==> config.mk <==
export PLATFORM = sky130hd
export DESIGN_NAME = ecde_cmd_queue
export DESIGN_NICKNAME = d
export VERILOG_FILES = /design/src/echo_chorus_delay_effect_defines.svh /design/src/ecde_pkg.sv /design/src/ecde_cmd_queue.sv
export SDC_FILE = /design/constraint.sdc
export NUM_CORES = 1
export LEC_CHECK = 0
export ABC_AREA = 1
export BUFFER_PORTS_ARGS = -buffer_cell sky130_fd_sc_hd__buf_2
export CAP_MARGIN = 5
export CORE_AREA = 2 2 84 94
export CTS_CLUSTER_DIAMETER = 30
export DETAILED_ROUTE_END_ITERATION = 8
export DIE_AREA = 0 0 86 96
export PLACE_DENSITY = 0.81
export SYNTH_ARGS = -nofsm -noshare
export SYNTH_HDL_FRONTEND = slang
export SYNTH_SLANG_ARGS = --single-unit
==> constraint.sdc <==
create_clock -name clk_i -period 4.1 [get_ports clk_i]
set_clock_uncertainty 0.15 [all_clocks]
set_input_delay 0.82 -clock clk_i [delete_from_list [all_inputs] [get_ports clk_i]]
set_output_delay 0.82 -clock clk_i [all_outputs]
set_load 0.01 [all_outputs]
==> src/echo_chorus_delay_effect_defines.svh <==
// Assertion macros shared by the echo/chorus delay effect RTL.
// Depends on nothing; the using module must have clk_i and rst_ni.
`ifndef ECHO_CHORUS_DELAY_EFFECT_DEFINES_SVH
`define ECHO_CHORUS_DELAY_EFFECT_DEFINES_SVH

// Same-cycle implication, disabled during reset.
`define ECDE_ASSERT_NOW(lbl, ante, cons, msg) \
  lbl: assert property (@(posedge clk_i) disable iff (!rst_ni) (ante) |-> (cons)) \
    else $error(msg);

// Next-cycle implication, disabled during reset.
`define ECDE_ASSERT_NEXT(lbl, ante, cons, msg) \
  lbl: assert property (@(posedge clk_i) disable iff (!rst_ni) (ante) |=> (cons)) \
    else $error(msg);

`endif

==> src/ecde_pkg.sv <==
// Package for the echo/chorus delay effect: sizes, register indexes,
// mode codes, shared structs and the chorus LFO factor table.
`default_nettype none

package ecde_pkg;

  // Store geometry
  localparam int unsigned DELAY_DEPTH  = 32768;
  localparam int unsigned ADDR_W       = $clog2(DELAY_DEPTH);
  localparam int unsigned CNT_W        = $clog2(DELAY_DEPTH + 1);

  // LFO sine table
  localparam int unsigned SINE_ENTRIES = 256;
  localparam int unsigned SIN_W        = $clog2(SINE_ENTRIES);

  // Command queue between front and back
  localparam int unsigned CMDQ_DEPTH   = 2;
  localparam int unsigned CMDQ_PTR_W   = $clog2(CMDQ_DEPTH);
  localparam int unsigned CMDQ_CNT_W   = $clog2(CMDQ_DEPTH + 1);

  // Result queue
  localparam int unsigned RESQ_DEPTH   = 2;
  localparam int unsigned RESQ_PTR_W   = $clog2(RESQ_DEPTH);
  localparam int unsigned RESQ_CNT_W   = $clog2(RESQ_DEPTH + 1);

  // Register indexes
  localparam logic [2:0] REG_MODE     = 3'd0;
  localparam logic [2:0] REG_LENGTH   = 3'd1;
  localparam logic [2:0] REG_FEEDBACK = 3'd2;
  localparam logic [2:0] REG_OUT_GAIN = 3'd3;
  localparam logic [2:0] REG_LFO_STEP = 3'd4;

  // Effect modes (code 3 acts as off)
  localparam logic [1:0] MODE_OFF    = 2'd0;
  localparam logic [1:0] MODE_ECHO   = 2'd1;
  localparam logic [1:0] MODE_CHORUS = 2'd2;

  typedef struct packed {
    logic [1:0]  effect_mode;
    logic [15:0] delay_length;
    logic [15:0] feedback_gain;
    logic [15:0] output_gain;
    logic [15:0] lfo_step;
  } cfg_t;

  // One classified sample on its way to the back end
  typedef struct packed {
    logic signed [15:0] sample;
    logic [ADDR_W-1:0]  pos;
    logic               fresh;     // entry never visited since reset, reads zero
    logic [15:0]        chorus_f;  // Q1.15 chorus factor for this sample
  } cmd_t;

  typedef logic [15:0] chorus_lut_t [SINE_ENTRIES];

  // sin(pi/2 * r/16384) in Q15, odd 7th-order polynomial, r in 0..16384
  function automatic logic [15:0] quarter_sine(input logic [14:0] r);
    logic [63:0] x;
    logic [63:0] x2;
    logic [63:0] t;
    x  = 64'(r) << 1;
    x2 = (x * x) >> 15;
    t  = 64'd2611 - ((64'd153 * x2) >> 15);
    t  = 64'd21167 - ((t * x2) >> 15);
    t  = 64'd51472 - ((t * x2) >> 15);
    t  = (t * x) >> 15;
    if (t > 64'd32767) t = 64'd32767;
    return t[15:0];
  endfunction

  // 32768 + sine/2 (half truncated toward zero) for one table step
  function automatic logic [15:0] chorus_factor(input int unsigned idx);
    logic [15:0] p;
    logic [14:0] rr;
    logic [15:0] s;
    logic [15:0] half;
    p    = 16'(idx << (16 - SIN_W));
    rr   = p[14] ? 15'(15'd16384 - {1'b0, p[13:0]}) : {1'b0, p[13:0]};
    s    = quarter_sine(rr);
    half = s >> 1;
    return p[15] ? 16'(16'd32768 - half) : 16'(16'd32768 + half);
  endfunction

  function automatic chorus_lut_t build_chorus_lut();
    chorus_lut_t lut;
    for (int unsigned i = 0; i < SINE_ENTRIES; i++) begin
      lut[i] = chorus_factor(i);
    end
    return lut;
  endfunction

endpackage

`default_nettype wire

==> src/ecde_cmd_queue.sv <==
// Short command queue between the front and back ends.
// Depends on ecde_pkg.
`default_nettype none

module ecde_cmd_queue
  import ecde_pkg::*;
(
  input  wire   clk_i,
  input  wire   rst_ni,
  input  wire   push_i,
  input  cmd_t  cmd_i,
  output logic  full_o,
  output logic  valid_o,
  output cmd_t  cmd_o,
  input  wire   pop_i
);

  cmd_t                  entry_q [CMDQ_DEPTH];
  logic [CMDQ_PTR_W-1:0] wptr_q, rptr_q;
  logic [CMDQ_CNT_W-1:0] cnt_q;
  logic                  do_push, do_pop;

  assign full_o  = (cnt_q == CMDQ_CNT_W'(CMDQ_DEPTH));
  assign valid_o = (cnt_q != '0);
  assign cmd_o   = entry_q[rptr_q];
  assign do_push = push_i && !full_o;
  assign do_pop  = pop_i && valid_o;

  // Storage
  always_ff @(posedge clk_i) begin
    if (do_push) begin
      entry_q[wptr_q] <= cmd_i;
    end
  end

  // Pointers and fill count
  always_ff @(posedge clk_i or negedge rst_ni) begin
    if (!rst_ni) begin
      wptr_q <= '0;
      rptr_q <= '0;
      cnt_q  <= '0;
    end else begin
      if (do_push) wptr_q <= wptr_q + CMDQ_PTR_W'(1);
      if (do_pop)  rptr_q <= rptr_q + CMDQ_PTR_W'(1);
      if (do_push && !do_pop) begin
        cnt_q <= cnt_q + CMDQ_CNT_W'(1);
      end else if (do_pop && !do_push) begin
        cnt_q <= cnt_q - CMDQ_CNT_W'(1);
      end
    end
  end

endmodule

`default_nettype wire

==> run metrics, run 1 <==
CORE AREA=roughly 7300 µm²; die area=8260 µm²; count of final hold-check violations=0; Pwr Density=around 700 nW/µm²; post-CTS sizing=0; flops & latches, synth=100; Synth Instances=roughly 280; most frequent cell after synthesis=nand2_1; compound-cell area share of the yosys netlist=less than 1%; HPWL after DPL=just under 4 mm; CP bufs+invs=2; Vias=2320; Rows=33; top cells by count, synth=nand2_1 (155), edfxtp_1 (96), buf_2 (7), inv_1 (7), dfrtp_1 (4); syn_nets=approximately 340; CTS Buffer Depth=2; Vias/cell=roughly 4.9; M1 wire length=roughly 2.5 mm; Critical Path RT=roughly 3100 ps; Warnings, synthesis=0; area leader, netlist=edfxtp_1; layout cells sized above 1=a little under a third; worst r2r src=cnt_q[1]$_DFFE_PN0P_; Synth Flop Type=edfxtp_1; fmax=370 MHz; Synth Cell Area=between 3000 and 4000 µm²; post-synthesis async set-or-reset flop share=roughly 4.0%; Hold Path Class=input pin to async pin; Remaining Overflow, GRT=0; I/O pin cnt=just over 100; TritonCTS buffer count=9; largest family of logic cells by synthesized area=simple AND/OR/NAND/NOR gates; Post-Synth XOR/XNOR Area=less than 1%; hold_buf cts=0; drt drc=0; delay-heaviest family, CP=buffers and inverters; clk root buf=clkbuf_8; synth-to-layout area growth=20.9%; CTS tree=done; WL/cell=13.2 µm; mux cell area share after synthesis=0%; setup total negative slack=0 ps; initial antenna violation count=0; cell mode on critical path=nand2_1; CP Cell Sequence=inv_2, nand2_1, nand2_1, buf_2; vias in the first global route=between 2k and 2.5k; CP Launch Type=flip-flop; largest net degree at the start of global routing=50; dominant cells by area after synthesis=edfxtp_1 (77%), nand2_1 (16%), dfrtp_1 (2.7%); Worst path slowest cell=inv_2; highest routed metal layer=met4; metal2 WL=3.21 mm; switch share=roughly 34%; sequential fraction of the synthesis area=between 80 and 90%; Worst-Skew Late Latency=350 ps; Peak VDD IR=~0.00041 V; Rel. slew slack=a little under a third; met3 routed WL=~410 µm; Clock transition at path regs=around 90 ps; minimum clock period=roughly 2700 ps; CP Class=flip-flop to output port; Seq pwr share=a little under half; Final nets=about 440; CTS Sinks=100; worst slack at placement=around 1600 ps; max incr delay on CP=about 590 ps; final setup vio count=0; leakage power=between 1.5 and 2 nW; Yosys top cell area share=~77%; run status=finished clean; period utilisation layout=between 60 and 70%; drt total wl=around 6.3 mm; simple-gate share of the synthesized area=approximately 16%; worst-margin pin slew=1040 ps; Adder-Cell Fraction of Synth Area=less than 1%; Pint=approximately 2.1 mW; final worst setup slack=1400 ps; die height=between 90 and 100 µm; syn_area_per_cell=between 10 and 15 µm²; worst reg2reg setup slack=roughly 2000 ps; max-cap violations=0; Setup crit end kind=output port; routability-driven placement congestion ratio=around 0.7; Starting Density=between 50% and 60%; Pre-antenna DRT Iters=4; EDFF count, synth=96; power share of the clock group=a little over a fifth; Comb pwr share=about a third; H-tree lvl count=3; Final Slew Violations=0; buffers added on ports=101; GRT Util Overall=15.6%; # diodes=0; end of the worst register-to-register path=entry_q[0][41]$_DFFE_PP_; Distinct cells, synth=14; worst-path fanout max=49; DIE WIDTH=approximately 86 µm; first-pass GRT wire length=9.53 mm; setup bufs post-CTS=0; P_sw=1.06 mW; remaining antenna violation count=0; Arrival @ worst endpoint=around 1700 ps; worst r2r path cells=5; RSZ-0062 raised after global routing=no; Iteration-0 DRC Markers=between 80 and 90
[power groups by stage]
stage          registers [mW]  clock network (mW)  logic [mW]
2_1_floorplan            1.47                   0       0.673
3_3_place_gp             1.47                   0        1.01
3_5_place_dp             1.48                   0        1.04
4_1_cts                  1.46               0.682        1.04
5_1_grt                  1.48               0.714        1.15
6_report                 1.46               0.665        1.02
[placed cells by master (no fill, tap or decap), drive strengths merged]
cell        n
dfrtp       4
clkbuf     11
nand3       2
nor2        3
o21ai       1
nand2     155
clkinvlp    2
inv         9
buf       103
nand4       1
bufinv      2
edfxtp     96
ha          1
xnor2       1
[metrics by stage]
step	std cells	utilization, %	hold slack, ps	power [mW]	area (µm²)
global placement	462	58.7	304	2.48	4290
floorplan	283	-	292	2.14	3720
global route	478	61.6	91.4	3.34	4500
finish	478	61.6	99.8	3.14	4500
detailed placement	462	58.7	323	2.52	4290
CTS	478	61.6	80.5	3.18	4500
[worst register-to-register path: cells and delay by family (launching register included)]
kind                   cells  cell delay (ps)
DFF                        1              390
buffers and inverters      2              860
and+or+nand+nor            3              300
[state kept, by name, summed over array words and instances (netlist names)]
register,count
cnt_q,2
entry_q,96
rptr_q,1
wptr_q,1
[how the worst max path moves through the flow]
stage / startpoint / end / slack [ps] / cells past startpoint
after floorplan: push_i / entry_q[1][0]$_DFFE_PP_ / 560 / 2
after global placement: push_i / entry_q[0][43]$_DFFE_PP_ / 1630 / 5
after detailed placement: push_i / entry_q[0][43]$_DFFE_PP_ / 1570 / 5
after CTS: rptr_q$_DFFE_PN0P_ / cmd_o[16] / 1350 / 4
after global routing: rptr_q$_DFFE_PN0P_ / cmd_o[0] / 1240 / 4
final: rptr_q$_DFFE_PN0P_ / cmd_o[45] / 1400 / 4
[logic make-up after synthesis]
kind of cell,count (synthesis)
AND/OR/NAND/NOR,161
flip-flops,100
buffers and inverters,19
AO/OA/AOI/OAI,1
XOR/XNOR,1
adder cells (fa/ha/maj),1
[layer usage]
metal  up-vias  GRT usage (%)
met2        80           26.9
met3        11           3.69
met1      1084           18.0
li1       1145              -
met5         -              0
met4         0           8.60
[layout make-up]
type | count | area (µm²)
Timing Repair Buffer | 103 | 520
Clock inverter | 5 | 83.8
Sequential cell | 100 | 2980
Inverter | 8 | 30.0
Tap cell | 87 | 109
Clock buffer | 11 | 131
Fill cell | 564 | 2810
Multi-Input combinational cell | 164 | 643
Power figures use the tool's default switching activity.
==> run 2, diff against run 1 <==
--- a/config.mk
+++ b/config.mk
@@ -5,14 +5,14 @@
 export SDC_FILE = /design/constraint.sdc
 export NUM_CORES = 1
 export LEC_CHECK = 0
-export ABC_AREA = 1
+export ABC_AREA = 0
 export BUFFER_PORTS_ARGS = -buffer_cell sky130_fd_sc_hd__buf_2
 export CAP_MARGIN = 5
-export CORE_AREA = 2 2 84 94
+export CORE_AREA = 2 2 85 95
 export CTS_CLUSTER_DIAMETER = 30
 export DETAILED_ROUTE_END_ITERATION = 8
-export DIE_AREA = 0 0 86 96
-export PLACE_DENSITY = 0.81
+export DIE_AREA = 0 0 87 97
+export PLACE_DENSITY = 0.79
 export SYNTH_ARGS = -nofsm -noshare
 export SYNTH_HDL_FRONTEND = slang
 export SYNTH_SLANG_ARGS = --single-unit
==> constraint.sdc (replaced) <==
create_clock -name clk_i -period 2.7 [get_ports clk_i]
set_clock_uncertainty 0.15 [all_clocks]
set_input_delay 0.54 -clock clk_i [delete_from_list [all_inputs] [get_ports clk_i]]
set_output_delay 0.54 -clock clk_i [all_outputs]
set_load 0.01 [all_outputs]
==> run 2 against run 1 <==
Effect of this change: setup slack worse by 1100 ps; wire length down 4.8%; global-route usage down 1.3 points; clock power up 50%; via count down 20%; die area up 2.2%; hold slack better by 130 ps; synthesized cell count down 41%; critical path depth down 1; clock-buffer cell count down 2; combinational power up 47%; first-iteration DRC count up 43%; critical endpoint is now cmd_o[43].
==> run metrics, run 2 <==
Synth Instances=168 (-41%); number of fill cells in the layout=540 (-4.3%); period utilisation layout=around 90%; power share of the clock group=21.0% (-0.2 points); hold path depth=1; CORE AREA=7390 µm² (+1.1%); Distinct cells, synth=16 (+2); leakage power=1.77 nW (-10%); worst hold margin=231 ps (+132 ps); Starting Density=50.2% (-0.81 points); Setup crit end kind=output port; Critical Path RT=2010 ps (-1120 ps); most frequent cell after synthesis=edfxtp_1; DP Cell Count=356 (-23%); Iteration-0 DRC Markers=120 (+43%); CTS Sinks=100 (unchanged); Multi-input gate area=677 µm² (+5.3%); Arrival @ worst endpoint=1740 ps (about the same); die area=8440 µm² (+2.2%); Final Slew Violations=0 (unchanged); WL/cell=16.1 µm (+22%); M1 wire length=2.50 mm (-1.5%); Synth Flop Type=edfxtp_1; Pre-antenna DRT Iters=6 (+2); CTS Buffer Depth=2 (unchanged); dominant cells by area after synthesis=edfxtp_1 (78%), mux2_2 (12%), mux2_4 (4.0%); I/O pin cnt=102 (unchanged); Critical Path Source=rptr_q$_DFFE_PN0P_; run status=finished clean; Peak VDD IR=0.000516 V (+27%); syn_area_per_cell=22.1 µm² (+68%); minimum clock period=between 2000 and 2500 ps; EDFF count, synth=96 (unchanged); synth-to-layout area growth=23.3%; first-pass GRT wire length=9.05 mm (-5.1%); setup total negative slack=0 ps (unchanged); remaining antenna violation count=0 (unchanged); met3 routed WL=405 µm (-1.7%); Comb pwr share=31.6% (-0.8 points); vias in the first global route=1901 (-11%); worst-path fanout max=13 (-73%); Vias=1860 (-20%); area leader, netlist=edfxtp_1; # diodes=0 (unchanged); CTS tree=done; final setup vio count=0 (unchanged); Seq pwr share=47.4% (+1.0 points); drt total wl=5.99 mm (-4.8%); largest net degree at the start of global routing=49 (-2.0%); Rel. slew slack=76.6% (+46 points); Synth Cell Area=3710 µm² (-0.47%); Vias/cell=4.99 (+2.7%); DIE WIDTH=87 µm (+1.2%); initial antenna violation count=0 (unchanged); Pwr Density=1040 nW/µm² (+49%); TritonCTS buffer count=9 (unchanged); Warnings, synthesis=0 (unchanged); worst r2r path cells=7 (+2); Pint=3.39 mW (+63%); register area=2980 µm² (unchanged); post-synthesis async set-or-reset flop share=4.00% (unchanged); Rows=33 (unchanged); Hold Path Class=input pin to flip-flop; CP Class=flip-flop to output port; CP Launch Type=flip-flop; Final nets=334 (-24%); max FFs per register=96 (unchanged); P_sw=1.36 mW (+29%); flops & latches, synth=100 (unchanged); worst-margin pin slew=351 ps (-686 ps); Worst-Skew Late Latency=340 ps (about the same); count of final hold-check violations=0 (unchanged); die height=97 µm (+1.0%); HPWL after DPL=3.98 mm (+0.81%); Largest Register=entry_q; Clock transition at path regs=90 ps (about the same); drt drc=0 (unchanged); commonest non-fill, non-tap cells in the layout=buf_2 (101), edfxtp_1 (96), mux2_2 (38), mux2_4 (10), clkbuf_8 (9); worst r2r src=cnt_q[0]$_DFFE_PN0P_; max-cap violations=0 (unchanged); post-CTS sizing=0 (unchanged); Remaining Overflow, GRT=0 (unchanged); top cells by count, synth=edfxtp_1 (96), mux2_2 (38), mux2_4 (10); switch share=28.6% (-5.1 points); fmax=412 MHz; RSZ-0062 raised after global routing=no; Hold Startpoint=cmd_i[37]; final worst setup slack=274 ps (-1120 ps); clk root buf=clkbuf_8; syn_nets=221 (-34%); GRT Util Overall=14.3% (-1.3 points); H-tree lvl count=3 (unchanged); sequential fraction of the synthesis area=80.5% (+0.38 points); worst slack at placement=621 ps (-947 ps); buffers added on ports=101 (unchanged); routability-driven placement congestion ratio=0.682 (+0.25%); most common cell after layout, fill and taps aside=buf_2; Post-Layout Cell Count=373 (-22%); metal2 WL=3.02 mm (-6.0%); Largest regs=entry_q x96, cnt_q x2; Yosys top cell area share=77.8% (+0.37 points); layout cells sized above 1=60.5% (+30 points); highest routed metal layer=met4; Final Power=4.76 mW (+52%)
[run 2: changes by cell type after synthesis, moves of 2 or more]
cell / delta
nand3_1: -2
xnor2_1: +2
buf_6: -2
mux2_2: +38
mux2_4: +10
buf_2: -7
nand2_1: -153
buf_4: +2
inv_1: -5
xor2_1: +2
[run 2: what timing repair did]
action	in CTS	in global routing
endpoints found under the setup margin	0	0
endpoints found under the hold margin	4	0
hold buffers	1	0
buffers inserted	0	0
[run 2: final timing paths]
| check | endpoint | slack, ps |
|---|---|---|
| hold / removal | entry_q[1][37]$_DFFE_PP_ | 230 |
| min in group asynchronous | rptr_q$_DFFE_PN0P_ | 380 |
| setup / recovery | cmd_o[43] | 270 |
| hold reg to reg | cnt_q[1]$_DFFE_PN0P_ | 340 |
| setup reg to reg | cnt_q[1]$_DFFE_PN0P_ | 1040 |
| max in group asynchronous | rptr_q$_DFFE_PN0P_ | 1880 |
[run 2: through the flow]
step	util [%]	cell area (µm²)
floorplan	-	3710
global placement	58.8	4350
global route	61.8	4570
CTS	61.8	4570
detailed placement	58.8	4350
finish	61.8	4570
[run 2: layer usage]
metal / vias to the layer above / GRT usage, %
met3: 7 / 3.58
met5: - / 0
met2: 74 / 24.5
li1: 882 / -
met4: 0 / 5.41
met1: 897 / 17.1
[run 2: area by class of cell]
type	count	area share, %
Timing Repair Buffer	107	12.7
Tap cell	87	2.38
Clock inverter	7	1.97
Multi-Input combinational cell	61	14.8
Sequential cell	100	65.3
Clock buffer	9	2.71
Inverter	2	0.164
[run 2: cells by family after synthesis]
kind of cell,synth area share [%]
flops,80.5
mux,15.6
buf+inv,1.52
simple gates,0.912
xor+xnor,1.18
fa+ha+maj,0.337
[run 2: power groups by stage]
| stage | Combinational [mW] | Clock, mW | Sequential, mW |
|---|---|---|---|
| 2_1_floorplan | 1.05 | 0 | 2.24 |
| 3_3_place_gp | 1.52 | 0 | 2.28 |
| 3_5_place_dp | 1.53 | 0 | 2.30 |
| 4_1_cts | 1.54 | 1.03 | 2.26 |
| 5_1_grt | 1.65 | 1.09 | 2.29 |
| 6_report | 1.50 | 0.997 | 2.25 |
[run 2: critical path, cell delays in order (launching register included)]
cell     delay (ps)
dfrtp_2         590
buf_4           300
mux2_2          360
buf_2           140
